$ cat src/rtl/sha1mh_pkg.sv
package sha1mh_pkg;

    localparam int DIGEST_WORDS = 5;
    localparam int BLOCK_WORDS  = 16;
    localparam int ROUNDS       = 80;
    localparam int LEN_SLOT     = 14;

    localparam int BUF_AW   = $clog2(BLOCK_WORDS);
    localparam int CHAIN_AW = $clog2(DIGEST_WORDS);
    localparam int T_W      = $clog2(ROUNDS);

    localparam logic [31:0] PAD_WORD = 32'h8000_0000;

    typedef struct packed {
        logic           shift;
        logic           step;
        logic [T_W-1:0] t;
    } t_round_ctl;

    function automatic logic [31:0] h_init(input logic [CHAIN_AW-1:0] idx);
        logic [31:0] v;
        case (idx)
            3'd0:    v = 32'h6745_2301;
            3'd1:    v = 32'hEFCD_AB89;
            3'd2:    v = 32'h98BA_DCFE;
            3'd3:    v = 32'h1032_5476;
            3'd4:    v = 32'hC3D2_E1F0;
            default: v = 32'h0000_0000;
        endcase
        return v;
    endfunction

    function automatic logic [31:0] round_k(input logic [T_W-1:0] t);
        logic [31:0] k;
        if (t < 7'd20) begin
            k = 32'h5A82_7999;
        end else if (t < 7'd40) begin
            k = 32'h6ED9_EBA1;
        end else if (t < 7'd60) begin
            k = 32'h8F1B_BCDC;
        end else begin
            k = 32'hCA62_C1D6;
        end
        return k;
    endfunction

    function automatic logic [31:0] round_f(input logic [T_W-1:0] t,
                                            input logic [31:0] b,
                                            input logic [31:0] c,
                                            input logic [31:0] d);
        logic [31:0] f;
        if (t < 7'd20) begin
            f = (b & c) | (~b & d);
        end else if (t < 7'd40) begin
            f = b ^ c ^ d;
        end else if (t < 7'd60) begin
            f = (b & c) | (b & d) | (c & d);
        end else begin
            f = b ^ c ^ d;
        end
        return f;
    endfunction

endpackage

$ cat src/rtl/sha1mh_if.sv
interface sha1mh_in_if;
    logic        valid;
    logic        ready;
    logic [31:0] data_word;
    logic [2:0]  byte_count;
    logic        end_of_message;

    modport source (output valid, output data_word, output byte_count,
                    output end_of_message, input ready);
    modport sink   (input valid, input data_word, input byte_count,
                    input end_of_message, output ready);
endinterface

interface sha1mh_out_if;
    logic        valid;
    logic        ready;
    logic [31:0] digest_word;
    logic [2:0]  word_index;
    logic        final_word;

    modport source (output valid, output digest_word, output word_index,
                    output final_word, input ready);
    modport sink   (input valid, input digest_word, input word_index,
                    input final_word, output ready);
endinterface

$ cat src/rtl/sha1mh_ram.sv
module sha1mh_ram #(
    parameter int WIDTH = 32,
    parameter int DEPTH = 16
) (
    input  logic                     i_clk,
    input  logic                     i_we,
    input  logic [$clog2(DEPTH)-1:0] i_waddr,
    input  logic [WIDTH-1:0]         i_wdata,
    input  logic                     i_re,
    input  logic [$clog2(DEPTH)-1:0] i_raddr,
    output logic [WIDTH-1:0]         o_rdata
);

    logic [WIDTH-1:0] r_mem [DEPTH];
    logic [WIDTH-1:0] r_rdata;

    always_ff @(posedge i_clk) begin
        if (i_we) begin
            r_mem[i_waddr] <= i_wdata;
        end
        if (i_re) begin
            r_rdata <= r_mem[i_raddr];
        end
    end

    assign o_rdata = r_rdata;

endmodule

$ cat src/rtl/sha1mh_round.sv
module sha1mh_round (
    input  logic                   i_clk,
    input  sha1mh_pkg::t_round_ctl i_ctl,
    input  logic [31:0]            i_h_word,
    input  logic [31:0]            i_buf_word,
    output logic [31:0]            o_a
);

    logic [31:0] r_a, r_b, r_c, r_d, r_e;
    logic [31:0] r_sched [sha1mh_pkg::BLOCK_WORDS];
    logic [31:0] sched_x;
    logic [31:0] w_word;
    logic [31:0] sum;

    // sched[15] is the newest word, sched[0] the one sixteen rounds back
    assign sched_x = r_sched[13] ^ r_sched[8] ^ r_sched[2] ^ r_sched[0];
    assign w_word  = (i_ctl.t < 7'(sha1mh_pkg::BLOCK_WORDS)) ? i_buf_word
                                                             : {sched_x[30:0], sched_x[31]};
    assign sum = {r_a[26:0], r_a[31:27]}
               + sha1mh_pkg::round_f(i_ctl.t, r_b, r_c, r_d)
               + r_e
               + sha1mh_pkg::round_k(i_ctl.t)
               + w_word;

    always_ff @(posedge i_clk) begin
        if (i_ctl.shift) begin
            r_a <= r_b;
            r_b <= r_c;
            r_c <= r_d;
            r_d <= r_e;
            r_e <= i_h_word;
        end else if (i_ctl.step) begin
            r_a <= sum;
            r_b <= r_a;
            r_c <= {r_b[1:0], r_b[31:2]};
            r_d <= r_c;
            r_e <= r_d;
            for (int i = 0; i < sha1mh_pkg::BLOCK_WORDS - 1; i++) begin
                r_sched[i] <= r_sched[i+1];
            end
            r_sched[sha1mh_pkg::BLOCK_WORDS-1] <= w_word;
        end
    end

    assign o_a = r_a;

endmodule

$ cat src/rtl/sha1_message_hasher_unit.sv
// SHA-1 message hasher.
// Input channel i_in carries the message as big-endian 32-bit words, first byte in
// bits 31:24; byte_count (0..4) matters only on the beat with end_of_message set.
// Output channel o_out returns five digest words, H0 first, the last one flagged
// with final_word. Both channels transfer a beat when valid and ready are high.
// A word that neither fills the block nor ends the message leaves the input ready.
// The sixteenth word of a block starts a compression: the chaining state is loaded
// from its memory, 80 rounds run at one per cycle and the results are added back,
// so the block rate is set by the single round unit. The final word adds the
// padding words and one or two compressions, then each digest word is read from the
// chaining-state memory.
// The input is not ready while a compression or the padding runs.
// The digest sits in an output register; a stalled receiver holds the remaining
// digest words back, and the next message may start once the last word is loaded.
// Reset (i_rst_n low, synchronous) restores the initial chaining values, clears
// the bit count and buffer position and drops any pending digest word; no
// clearing pass is needed.
module sha1_message_hasher_unit (
    input  logic               i_clk,
    input  logic               i_rst_n,
    sha1mh_in_if.sink          i_in,
    sha1mh_out_if.source       o_out
);

    localparam logic [2:0] S_IDLE  = 3'd0;
    localparam logic [2:0] S_PAD   = 3'd1;
    localparam logic [2:0] S_HLOAD = 3'd2;
    localparam logic [2:0] S_ROUND = 3'd3;
    localparam logic [2:0] S_HADD  = 3'd4;
    localparam logic [2:0] S_ORD   = 3'd5;
    localparam logic [2:0] S_OWAIT = 3'd6;

    localparam logic [1:0] PH_80     = 2'd0;
    localparam logic [1:0] PH_ZERO   = 2'd1;
    localparam logic [1:0] PH_LEN_LO = 2'd2;

    localparam int BAW = sha1mh_pkg::BUF_AW;
    localparam int CAW = sha1mh_pkg::CHAIN_AW;
    localparam int TW  = sha1mh_pkg::T_W;

    localparam logic [BAW-1:0] LAST_POS = BAW'(sha1mh_pkg::BLOCK_WORDS - 1);
    localparam logic [BAW-1:0] LEN_POS  = BAW'(sha1mh_pkg::LEN_SLOT);
    localparam logic [CAW-1:0] CNT_END  = CAW'(sha1mh_pkg::DIGEST_WORDS);
    localparam logic [CAW-1:0] IDX_LAST = CAW'(sha1mh_pkg::DIGEST_WORDS - 1);
    localparam logic [TW-1:0]  T_LAST   = TW'(sha1mh_pkg::ROUNDS - 1);

    logic [2:0]     r_state, n_state;
    logic [2:0]     r_ret, n_ret;
    logic [1:0]     r_phase, n_phase;
    logic [BAW-1:0] r_pos, n_pos;
    logic [63:0]    r_bits, n_bits;
    logic [CAW-1:0] r_cnt, n_cnt;
    logic [TW-1:0]  r_t, n_t;
    logic [sha1mh_pkg::DIGEST_WORDS-1:0] r_hvalid, n_hvalid;
    logic [CAW-1:0] r_idx, n_idx;
    logic           r_init_sel;
    logic [CAW-1:0] r_init_idx;

    logic           r_out_valid, n_out_valid;
    logic [31:0]    r_out_word;
    logic [2:0]     r_out_idx;
    logic           r_out_final;
    logic           load_out;

    logic           in_acc;
    logic [2:0]     count_c;
    logic [5:0]     sh;
    logic [5:0]     inc;
    logic [31:0]    word_c;

    logic           buf_we, buf_re;
    logic [BAW-1:0] buf_raddr;
    logic [31:0]    buf_wdata, buf_rdata;

    logic           chain_we, chain_re;
    logic [CAW-1:0] chain_waddr, chain_raddr;
    logic [31:0]    chain_wdata, chain_rdata;
    logic [31:0]    h_word;
    logic [31:0]    a_word;

    sha1mh_pkg::t_round_ctl ctl;

    assign i_in.ready = (r_state == S_IDLE);
    assign in_acc     = i_in.valid && i_in.ready;

    // clamp the byte count; a word that is not last always counts as four bytes
    assign count_c = (i_in.byte_count > 3'd4) ? 3'd4 : i_in.byte_count;
    assign sh      = {count_c, 3'b000};
    assign inc     = i_in.end_of_message ? sh : 6'd32;
    assign word_c  = i_in.end_of_message
                   ? ((i_in.data_word & ~(32'hFFFF_FFFF >> sh))
                      | (sha1mh_pkg::PAD_WORD >> sh))
                   : i_in.data_word;

    // entries never written since reset read as the initial chaining value
    assign h_word = r_init_sel ? sha1mh_pkg::h_init(r_init_idx) : chain_rdata;

    assign chain_waddr = r_cnt - CAW'(1);
    assign chain_wdata = h_word + a_word;

    always_comb begin
        n_state     = r_state;
        n_ret       = r_ret;
        n_phase     = r_phase;
        n_pos       = r_pos;
        n_bits      = r_bits;
        n_cnt       = r_cnt;
        n_t         = r_t;
        n_hvalid    = r_hvalid;
        n_idx       = r_idx;
        n_out_valid = r_out_valid && !o_out.ready;
        load_out    = 1'b0;
        buf_we      = 1'b0;
        buf_wdata   = word_c;
        buf_re      = 1'b0;
        buf_raddr   = '0;
        chain_we    = 1'b0;
        chain_re    = 1'b0;
        chain_raddr = r_cnt;
        ctl         = '0;
        ctl.t       = r_t;

        case (r_state)
            S_IDLE: begin
                if (in_acc) begin
                    buf_we = 1'b1;
                    n_bits = r_bits + {58'd0, inc};
                    n_pos  = r_pos + BAW'(1);
                    if (i_in.end_of_message) begin
                        n_phase = (count_c == 3'd4) ? PH_80 : PH_ZERO;
                    end
                    if (r_pos == LAST_POS) begin
                        n_state = S_HLOAD;
                        n_cnt   = '0;
                        n_ret   = i_in.end_of_message ? S_PAD : S_IDLE;
                    end else if (i_in.end_of_message) begin
                        n_state = S_PAD;
                    end
                end
            end
            S_PAD: begin
                buf_we = 1'b1;
                case (r_phase)
                    PH_80: begin
                        buf_wdata = sha1mh_pkg::PAD_WORD;
                        n_phase   = PH_ZERO;
                    end
                    PH_ZERO: begin
                        if (r_pos == LEN_POS) begin
                            buf_wdata = r_bits[63:32];
                            n_phase   = PH_LEN_LO;
                        end else begin
                            buf_wdata = 32'd0;
                        end
                    end
                    default: begin
                        buf_wdata = r_bits[31:0];
                    end
                endcase
                n_pos = r_pos + BAW'(1);
                if (r_pos == LAST_POS) begin
                    n_state = S_HLOAD;
                    n_cnt   = '0;
                    n_ret   = (r_phase == PH_LEN_LO) ? S_ORD : S_PAD;
                end
            end
            S_HLOAD: begin
                chain_re  = (r_cnt != CNT_END);
                ctl.shift = (r_cnt != '0);
                if (r_cnt == CNT_END) begin
                    buf_re    = 1'b1;
                    buf_raddr = '0;
                    n_state   = S_ROUND;
                    n_t       = '0;
                end else begin
                    n_cnt = r_cnt + CAW'(1);
                end
            end
            S_ROUND: begin
                ctl.step  = 1'b1;
                buf_re    = 1'b1;
                buf_raddr = r_t[BAW-1:0] + BAW'(1);
                if (r_t == T_LAST) begin
                    n_state = S_HADD;
                    n_cnt   = '0;
                end else begin
                    n_t = r_t + TW'(1);
                end
            end
            S_HADD: begin
                chain_re = (r_cnt != CNT_END);
                if (r_cnt != '0) begin
                    chain_we              = 1'b1;
                    ctl.shift             = 1'b1;
                    n_hvalid[chain_waddr] = 1'b1;
                end
                if (r_cnt == CNT_END) begin
                    n_state = r_ret;
                end else begin
                    n_cnt = r_cnt + CAW'(1);
                end
            end
            S_ORD: begin
                chain_re    = 1'b1;
                chain_raddr = r_idx;
                n_state     = S_OWAIT;
            end
            S_OWAIT: begin
                if (!r_out_valid || o_out.ready) begin
                    load_out    = 1'b1;
                    n_out_valid = 1'b1;
                    if (r_idx == IDX_LAST) begin
                        // start the next message from the initial state
                        n_hvalid = '0;
                        n_bits   = '0;
                        n_pos    = '0;
                        n_idx    = '0;
                        n_state  = S_IDLE;
                    end else begin
                        n_idx   = r_idx + CAW'(1);
                        n_state = S_ORD;
                    end
                end
            end
            default: begin
                n_state = S_IDLE;
            end
        endcase
    end

    always_ff @(posedge i_clk) begin
        if (!i_rst_n) begin
            r_state     <= S_IDLE;
            r_ret       <= S_IDLE;
            r_phase     <= PH_80;
            r_pos       <= '0;
            r_bits      <= '0;
            r_cnt       <= '0;
            r_t         <= '0;
            r_hvalid    <= '0;
            r_idx       <= '0;
            r_out_valid <= 1'b0;
        end else begin
            r_state     <= n_state;
            r_ret       <= n_ret;
            r_phase     <= n_phase;
            r_pos       <= n_pos;
            r_bits      <= n_bits;
            r_cnt       <= n_cnt;
            r_t         <= n_t;
            r_hvalid    <= n_hvalid;
            r_idx       <= n_idx;
            r_out_valid <= n_out_valid;
        end
    end

    always_ff @(posedge i_clk) begin
        if (chain_re) begin
            r_init_sel <= !r_hvalid[chain_raddr];
            r_init_idx <= chain_raddr;
        end
        if (load_out) begin
            r_out_word  <= h_word;
            r_out_idx   <= 3'(r_idx);
            r_out_final <= (r_idx == IDX_LAST);
        end
    end

    assign o_out.valid       = r_out_valid;
    assign o_out.digest_word = r_out_word;
    assign o_out.word_index  = r_out_idx;
    assign o_out.final_word  = r_out_final;

    sha1mh_ram #(
        .WIDTH (32),
        .DEPTH (sha1mh_pkg::BLOCK_WORDS)
    ) u_buf_ram (
        .i_clk   (i_clk),
        .i_we    (buf_we),
        .i_waddr (r_pos),
        .i_wdata (buf_wdata),
        .i_re    (buf_re),
        .i_raddr (buf_raddr),
        .o_rdata (buf_rdata)
    );

    sha1mh_ram #(
        .WIDTH (32),
        .DEPTH (sha1mh_pkg::DIGEST_WORDS)
    ) u_chain_ram (
        .i_clk   (i_clk),
        .i_we    (chain_we),
        .i_waddr (chain_waddr),
        .i_wdata (chain_wdata),
        .i_re    (chain_re),
        .i_raddr (chain_raddr),
        .o_rdata (chain_rdata)
    );

    sha1mh_round u_round (
        .i_clk      (i_clk),
        .i_ctl      (ctl),
        .i_h_word   (h_word),
        .i_buf_word (buf_rdata),
        .o_a        (a_word)
    );

`ifndef SYNTHESIS
    a_chain_rw_apart: assert property (@(posedge i_clk) disable iff (!i_rst_n)
        chain_we && chain_re |-> chain_waddr != chain_raddr)
        else $error("chain state read and write hit the same entry");

    a_block_full: assert property (@(posedge i_clk) disable iff (!i_rst_n)
        r_state == S_HLOAD && $past(r_state) != S_HLOAD |-> r_pos == '0)
        else $error("compression started on a partial block");

    a_len_slot: assert property (@(posedge i_clk) disable iff (!i_rst_n)
        r_state == S_PAD && r_phase == PH_LEN_LO |-> r_pos == LAST_POS)
        else $error("length low word not in the last block slot");

    a_buf_write_state: assert property (@(posedge i_clk) disable iff (!i_rst_n)
        buf_we |-> r_state == S_IDLE || r_state == S_PAD)
        else $error("block buffer written during compression");
`endif

endmodule

$ cat src/flat_wrapper.sv
// flat-port wrapper written by rule: the top's interface ports become plain ports
module sha1_message_hasher_unit_flat 
  (i_clk, i_rst_n, i_in_valid, i_in_data_word, i_in_byte_count, i_in_end_of_message, i_in_ready, o_out_valid, o_out_digest_word, o_out_word_index, o_out_final_word, o_out_ready);
  sha1mh_in_if i_in_i ();
  sha1mh_out_if o_out_i ();
  input  logic i_clk;
  input  logic i_rst_n;
  input wire logic [$bits(i_in_i.valid)-1:0] i_in_valid;
  input wire logic [$bits(i_in_i.data_word)-1:0] i_in_data_word;
  input wire logic [$bits(i_in_i.byte_count)-1:0] i_in_byte_count;
  input wire logic [$bits(i_in_i.end_of_message)-1:0] i_in_end_of_message;
  output wire logic [$bits(i_in_i.ready)-1:0] i_in_ready;
  output wire logic [$bits(o_out_i.valid)-1:0] o_out_valid;
  output wire logic [$bits(o_out_i.digest_word)-1:0] o_out_digest_word;
  output wire logic [$bits(o_out_i.word_index)-1:0] o_out_word_index;
  output wire logic [$bits(o_out_i.final_word)-1:0] o_out_final_word;
  input wire logic [$bits(o_out_i.ready)-1:0] o_out_ready;
  assign i_in_i.valid = i_in_valid;
  assign i_in_i.data_word = i_in_data_word;
  assign i_in_i.byte_count = i_in_byte_count;
  assign i_in_i.end_of_message = i_in_end_of_message;
  assign i_in_ready = i_in_i.ready;
  assign o_out_valid = o_out_i.valid;
  assign o_out_digest_word = o_out_i.digest_word;
  assign o_out_word_index = o_out_i.word_index;
  assign o_out_final_word = o_out_i.final_word;
  assign o_out_i.ready = o_out_ready;
  sha1_message_hasher_unit u_core (.i_clk(i_clk), .i_rst_n(i_rst_n), .i_in(i_in_i), .o_out(o_out_i));
endmodule
$ cat config.mk
export PLATFORM = sky130hd
export DESIGN_NAME = sha1_message_hasher_unit_flat
export DESIGN_NICKNAME = d
export VERILOG_FILES = /design/src/rtl/sha1mh_pkg.sv /design/src/rtl/sha1mh_if.sv /design/src/rtl/sha1mh_ram.sv /design/src/rtl/sha1mh_round.sv /design/src/rtl/sha1_message_hasher_unit.sv /design/src/flat_wrapper.sv
export SDC_FILE = /design/constraint.sdc
export NUM_CORES = 2
export LEC_CHECK = 0
export BUFFER_PORTS_ARGS = -buffer_cell sky130_fd_sc_hd__buf_2
export CAP_MARGIN = 20
export CORE_AREA = 4 4 366 368
export DETAILED_ROUTE_END_ITERATION = 8
export DIE_AREA = 0 0 370 372
export GPL_TIMING_DRIVEN = 0
export PLACE_DENSITY = 0.69
export SETUP_SLACK_MARGIN = 0.4
export SYNTH_ARGS = -nofsm -noshare
export SYNTH_HDL_FRONTEND = slang
export SYNTH_SLANG_ARGS = --single-unit
export TNS_END_PERCENT = 50
$ cat constraint.sdc
create_clock -name i_clk -period 19.9 [get_ports i_clk]
set_clock_uncertainty 0.15 [all_clocks]
set_input_delay 1.99 -clock i_clk [delete_from_list [all_inputs] [get_ports i_clk]]
set_output_delay 1.99 -clock i_clk [all_outputs]
set_load 0.02 [all_outputs]
======== Yosys cells after proc, flatten, opt, wreduce, memory -nomap -nowiden ========
Memories as Yosys holds them, arrays and structs flattened. A register that Yosys moved wholly into a read port is not among the register bits.
Cells that the tools add are included.
cells by class
  reduce and logical (&&, ||, !) cells .... 28
  equal/unequal tests ..................... 34
  shift operators ......................... 2
  bitwise operators ....................... 17
  add/subtract/negate cells ............... 12
  order comparisons ....................... 8
  multiplexer cells ....................... 94
operator list
  operator               count
  $mux 32                20
  $mux 64                3
  $add 32x32->32         5
  $and 32x32->32         5
  $pmux 32 s5            1
  $xor 32x32->32         5
  $or 32x32->32          4
  $pmux 64 s2            1
  $add 64x6->64          1
  $not 32->32            2
  $pmux 32 s2            1
  $shr 32x6->32 const A  2
  $mux 3                 20
  $mux 31                1
  $eq 3x3->1 const B     7
  $pmux 3 s7             1
  $mux 1                 20
  $reduce_and 4->1       5
  $mux 4                 4
  $mux 5                 3
  $lt 7x5->1 const B     2
  $lt 7x6->1 const B     2
  $mux 7                 2
  $ne 2x1->1 const B     7
  other kinds (41)       71
word-level totals
  memories kept ........................... 3
  memory bits (writable) .................. 1184
  register bits ........................... 295
memories
  name                      depth  bits a word  rd ports  clocked after memory_dff  wr ports  RTL line            source
  u_core.u_buf_ram.r_mem    16     32           1         1                         1         sha1mh_ram.sv:14    logic [WIDTH-1:0] r_mem [DEPTH];
  u_core.u_round.r_sched    16     32           16        0                         16        sha1mh_round.sv:10  logic [31:0] r_sched [sha1mh_pkg::BLOCK_WORDS];
  u_core.u_chain_ram.r_mem  5      32           1         1                         1         sha1mh_ram.sv:14

======== Longest topological paths before layout ========
  depth after elaboration ................. 12
  gate-level depth with buffers ........... 24
  mapped depth without buffers ............ 22

======== By module ========
From an unflattened synthesis, not the netlist that was laid out.
second synthesis, totals
  cells, all modules ...................... 4022
  area, all modules ....................... 64784.6 sq um
by module, submodules not included
  module                            area each (sq um)  cells an instance  instances
  sha1mh_round                      29046.6            1782               1
  sha1mh_ram at u_core.u_buf_ram    20155.6            838                1
  sha1_message_hasher_unit          8363.0             1019               1
  sha1mh_ram at u_core.u_chain_ram  7219.4             383                1

======== Worst setup path before layout ========
No wires, ideal clock.
  path kind ............................... flip-flop to flip-flop
  start point ............................. register u_core.r_state[2]
  end point ............................... register u_core.u_buf_ram.r_rdata[26] (netlist: u_core.u_buf_ram.o_rdata[26]) (read register of u_core.u_buf_ram.r_mem), data pin
  cell stages (with the launch flop) ...... 12
  library setup time ...................... 0.270 ns
  required time ........................... 19.480 ns
  arrival time ............................ 13.802 ns
  slack ................................... 5.677 ns
  cells stage by stage .................... dfxtp_1 -> buf_2 -> nor2b_1 -> nand2_1 -> inv_1 -> nand2_1 -> buf_2 -> clkbuf_1 -> a211oi_1 -> a31oi_1 -> a211oi_1 -> a21oi_1
on the way
  cells in the longest elaborated chain, start to end .. 2
  elaborated cells on any way between the ends .. 4
ends and longest elaborated chain
  item                                         RTL line                         source
  from (decl)                                  sha1_message_hasher_unit.sv:47   logic [2:0] r_state, n_state;
  from (signal assigned)                       sha1_message_hasher_unit.sv:244  r_state <= n_state;
  $eq 3x2->1                                   sha1_message_hasher_unit.sv:123  case (r_state)
  $pmux 1 s2 / $mux 4 (equally long branches)  n/a
  to (decl)                                    sha1mh_ram.sv:15                 logic [WIDTH-1:0] r_rdata;
Several ways; a longest one is shown, not always the timed one.
A chain may end at the register's enable or synchronous reset.

======== Final worst setup path ========
  start point ............................. register u_core.r_t[4]
  end point ............................... register u_core.u_round.r_a[30] (netlist: u_core.u_round.o_a[30]), data pin
on the way
  cells in the longest elaborated chain, start to end .. 10
  elaborated cells on any way between the ends .. 17
ends and longest elaborated chain
  item                    RTL line                            source
  from (decl)             sha1_message_hasher_unit.sv:53      logic [TW-1:0] r_t, n_t;
  from (signal assigned)  sha1_message_hasher_unit.sv:250     r_t <= n_t;
  $lt 7x6->1              sha1mh_pkg.sv:39, sha1mh_pkg.sv:56
  $mux 32                 sha1mh_pkg.sv:56                    end else if (t < 7'd60) begin
  $mux 32                 sha1mh_pkg.sv:54                    end else if (t < 7'd40) begin
  $mux 32                 sha1mh_pkg.sv:52                    if (t < 7'd20) begin
  $add 32x32->32          sha1mh_round.sv:20                  + sha1mh_pkg::round_f(i_ctl.t, r_b, r_c, r_d)
  $add 32x32->32          sha1mh_round.sv:21                  + r_e
  $add 32x32->32          sha1mh_round.sv:22                  + sha1mh_pkg::round_k(i_ctl.t)
  $add 32x32->32 (*)      sha1mh_round.sv:23                  + w_word;
  $mux 32 (*)             sha1mh_round.sv:32                  end else if (i_ctl.step) begin
  $mux 32 (*)             sha1mh_round.sv:26                  if (i_ctl.shift) begin
  to (signal assigned)    sha1mh_round.sv:27                  r_a <= r_b;
  to (signal assigned)    sha1mh_round.sv:33                  r_a <= sum;
  to (decl)               sha1mh_round.sv:9                   logic [31:0] r_a, r_b, r_c, r_d, r_e;
Every way passes the cells marked *; elsewhere a longest branch is shown, timed or not. The select of a mux whose other input is x is not followed.

==> flow_metrics.py <==
metrics = {
    "setup_path": {
        "crit_chain": "clkbuf_1 -> o21ai_0 -> nor2b_1 -> inv_1 -> nand2_1 -> clkinv_1 -> clkbuf_1 -> a221o_1 -> fa_1 -> inv_1 -> fa_1 -> inv_1 -> ha_1 -> a21o_1 -> a2111oi_0 -> a21boi_1 -> o31ai_1 -> nor4b_1 -> nor2_1 -> a31oi_1 -> xnor2_1 -> o21ai_0",
        "cp_num_buf_inv": 6,
        "critPathArrivalTime_ps": 8730,
        "slowest_stage": "o31ai_1",
        "cp_max_fo": 10,
        "crit_type": "reg -> reg",
        "crit_top_cell": "inv_1",
        "crit_family": "compound AO/OA/AOI/OAI gates",
        "cpPeakStageDelay_ps": 700,
        "cp-start-kind": "flop",
        "cp.required_ps": 20240,
        "end_kind": "flop",
    },
    "logic_synthesis": {
        "synth_top_area_share": 0.670,
        "yosysWarnings": 0,
        "yosysUniqueCellTypes": 80,
        "async_reset_ff_frac": 0,
        "ys_ff_latch": 1539,
        "synth_seq_area_share": 0.698,
        "synth_edf_count": 1448,
        "yosysTopAreaCell": "edfxtp_1",
        "synthesis.area_um2": 64900,
        "synthCells": 4579,
        "synth_area_leaders": "edfxtp_1, nand2_1, fa_1, dfxtp_1, mux2i_1",
        "syn_nets": 4824,
        "syn_area_per_cell_um2": 14.2,
        "synth_ff_type": "edfxtp_1",
    },
    "die": {
        "core-area_um2": 131000,
        "die_width_um": 370,
        "dieArea_um2": 138000,
        "rows": 133,
        "ios": 78,
        "die_h_um": 372,
        "initial_core_util": 0.496,
    },
    "clocking": {
        "insertion_delay_ps": 800,
        "cts_root_buffer": "clkbuf_16",
        "cts_hold_buf": 0,
        "cts_buffers": 148,
        "cts_resized": 0,
        "cts.htree.levels": 4,
        "post_cts_buffers": 0,
        "cts_tree": "yes",
        "clk_path_buf_depth": 3,
        "clock_sinks": 1539,
        "path_clk_slew_ps": 70,
    },
    "power": {
        "p_clk_frac": 0.414,
        "p_leak_uw": 0.0260,
        "vdd_ir_drop_max_uv": 92.6,
        "p_comb_frac": 0.042,
        "power_frac_seq": 0.544,
        "intPower_uw": 5200,
        "switching_share": 0.214,
        "powerDensity_nw_per_um2": 90.4,
        "p_switching_uw": 1420,
        "power_uw": 6620,
    },
    "sta": {
        "tightest_slew_ps": 1190,
        "slew_headroom": 0.201,
        "worst_slack_ps": 11510,
        "hold_viol_final": 0,
        "maxSlewViolCount": 0,
        "period_needed_ps": 8390,
        "fin_tns_setup_ps": 0,
        "fmax_ghz": 0.119,
        "rsz0062_at_grt": "no",
        "setup_viol": 0,
        "fin_crit_sh": 0.422,
    },
    "placement": {
        "dp_cells": 6471,
        "pre_cts_ws_ps": 11880,
        "hpwl_mm": 108,
        "portBuffers": 77,
        "place_congestion": 0.906,
    },
    "global_routing": {
        "grt_start_max_net_pins": 149,
        "antenna_found_initial": 1,
        "grt_first_pass_wirelength_mm": 235,
        "grt_pass1_vias": 37234,
        "grt_util_all_layers": 0.228,
        "overflow": 0,
    },
    "drt": {
        "drtIter0Drc": 4636,
        "vias_per_cell": 5.68,
        "wl_per_cell_um": 23.3,
        "antenna_left": 0,
        "drc": 0,
        "wl_mm": 157,
        "vias": 38252,
        "first_pass_iters": 7,
    },
    "layout": {
        "final_net_count": 5113,
        "n_fill_cell": 10367,
        "final_cells": 6738,
        "post-route-util": 0.560,
        "drive_gt1_frac": 0.0871,
        "syn_to_final_growth_pct": 12.8,
    },
    "job": {
        "maxCapViolCount": 0,
    },
    "run_status": {
        "status": "completed",
    },
    "min_path": {
        "min_path_type": "reg -> reg",
    },
}
==> worst register-to-register path, delay by kind of cell, from the launching register on <==
| kind | cells | cell delay [ps] |
|---|---|---|
| xor gates and xnor gates | 1 | 160 |
| buffers and inverters | 6 | 1840 |
| AOI/OAI and AO/OA | 8 | 2270 |
| adders and majority gates | 3 | 1370 |
| and+or+nand+nor | 4 | 1980 |
| DFF | 1 | 300 |
==> worst paths after layout <==
path | startpoint | to | slack (ps) | depth (start not counted)
setup / recovery | u_core.r_t[4] | u_core.u_round.o_a[30] | 11510 | 22
hold / removal | u_core.u_round.r_sched[0][134] | u_core.u_round.r_sched[0][102] | 260 | 0
setup reg to reg | u_core.r_t[4] | u_core.u_round.o_a[30] | 11510 | 22
hold reg to reg | u_core.u_round.r_sched[0][134] | u_core.u_round.r_sched[0][102] | 260 | 0
==> logic make-up after synthesis <==
group,Yosys count,share of synthesized area
XOR/XNOR,218,0.0294
AND/OR/NAND/NOR,1194,0.0798
buffers and inverters,492,0.0287
AO/OA/AOI/OAI,724,0.0722
flip-flops,1539,0.698
multiplexers,207,0.0384
adder cells (fa/ha/maj),205,0.0536
==> area by class of cell <==
type	count	area (µm²)	area share
multi-input combinational	2548	17900	0.245
clock buffer	190	3910	0.0534
clock inverter	74	749	0.0102
sequential	1539	45300	0.619
antenna	1	2.50	0.0000342
inverter	306	1160	0.0158
timing repair buffer	139	1290	0.0176
buffer	186	712	0.00972
tap	1755	2200	0.0300
==> sequential cells by signal, summed over array words and instances, names as in the netlist, 2 cells and up <==
signal,count
u_core.u_buf_ram.r_mem,512
u_core.u_round.r_sched,512
u_core.u_chain_ram.r_mem,160
u_core.r_bits,61
u_core.o_out.digest_word,32
u_core.u_buf_ram.o_rdata,32
u_core.u_chain_ram.o_rdata,32
u_core.u_round.o_a,32
u_core.u_round.r_b,32
u_core.u_round.r_c,32
u_core.u_round.r_d,32
u_core.u_round.r_e,32
u_core.r_t,7
u_core.r_hvalid,5
u_core.r_pos,4
u_core.o_out.word_index,3
u_core.r_cnt,3
u_core.r_idx,3
u_core.r_init_idx,3
u_core.r_state,3
u_core.r_phase,2
u_core.r_ret,2
==> synthesized netlist by cell type, drive strengths merged, types with 92 or more instances <==
library cell  count
o21ai           252
clkbuf          161
nor2            176
xnor2           161
nor2b            92
inv             304
fa              122
a211oi          101
a21oi           118
edfxtp         1448
nand2           719
mux2i           159
==> stage by stage <==
stage                     hold slack, ps  area, µm²
final                                256      73200
after global routing                 267      73200
after CTS                            260      73200
after detailed placement             255      68500
after global placement               250      67500
after floorplan                      250      64900
==> power by group through the flow <==
stage                     sequential [µW]  combinational, µW  clock (µW)
after floorplan                      3670                164           0
after global placement               3680                252           0
after detailed placement             3670                273           0
after CTS                            3600                275        2780
after global routing                 3600                303        2930
final                                3600                277        2740
==> placed cells by master, fill, tap and decap left out, types with 122 or more instances in the layout <==
cell type,instances
clkbuf_1,198
clkbuf_16,149
inv_1,301
fa_1,122
nor2_1,163
mux2i_1,159
o21ai_0,212
xnor2_1,161
nand2_1,717
edfxtp_1,1448
==> per-layer routing <==
| layer | track usage | vias to the layer above | wire [µm] |
|---|---|---|---|
| met5 | 0 | - | 0 |
| met1 | 0.317 | 19129 | 65600 |
| met3 | 0.0432 | 288 | 11900 |
| li1 | - | 17233 | - |
| met4 | 0.0962 | 0 | 6270 |
| met2 | 0.357 | 1602 | 72900 |
Power figures use the tool's default switching activity.
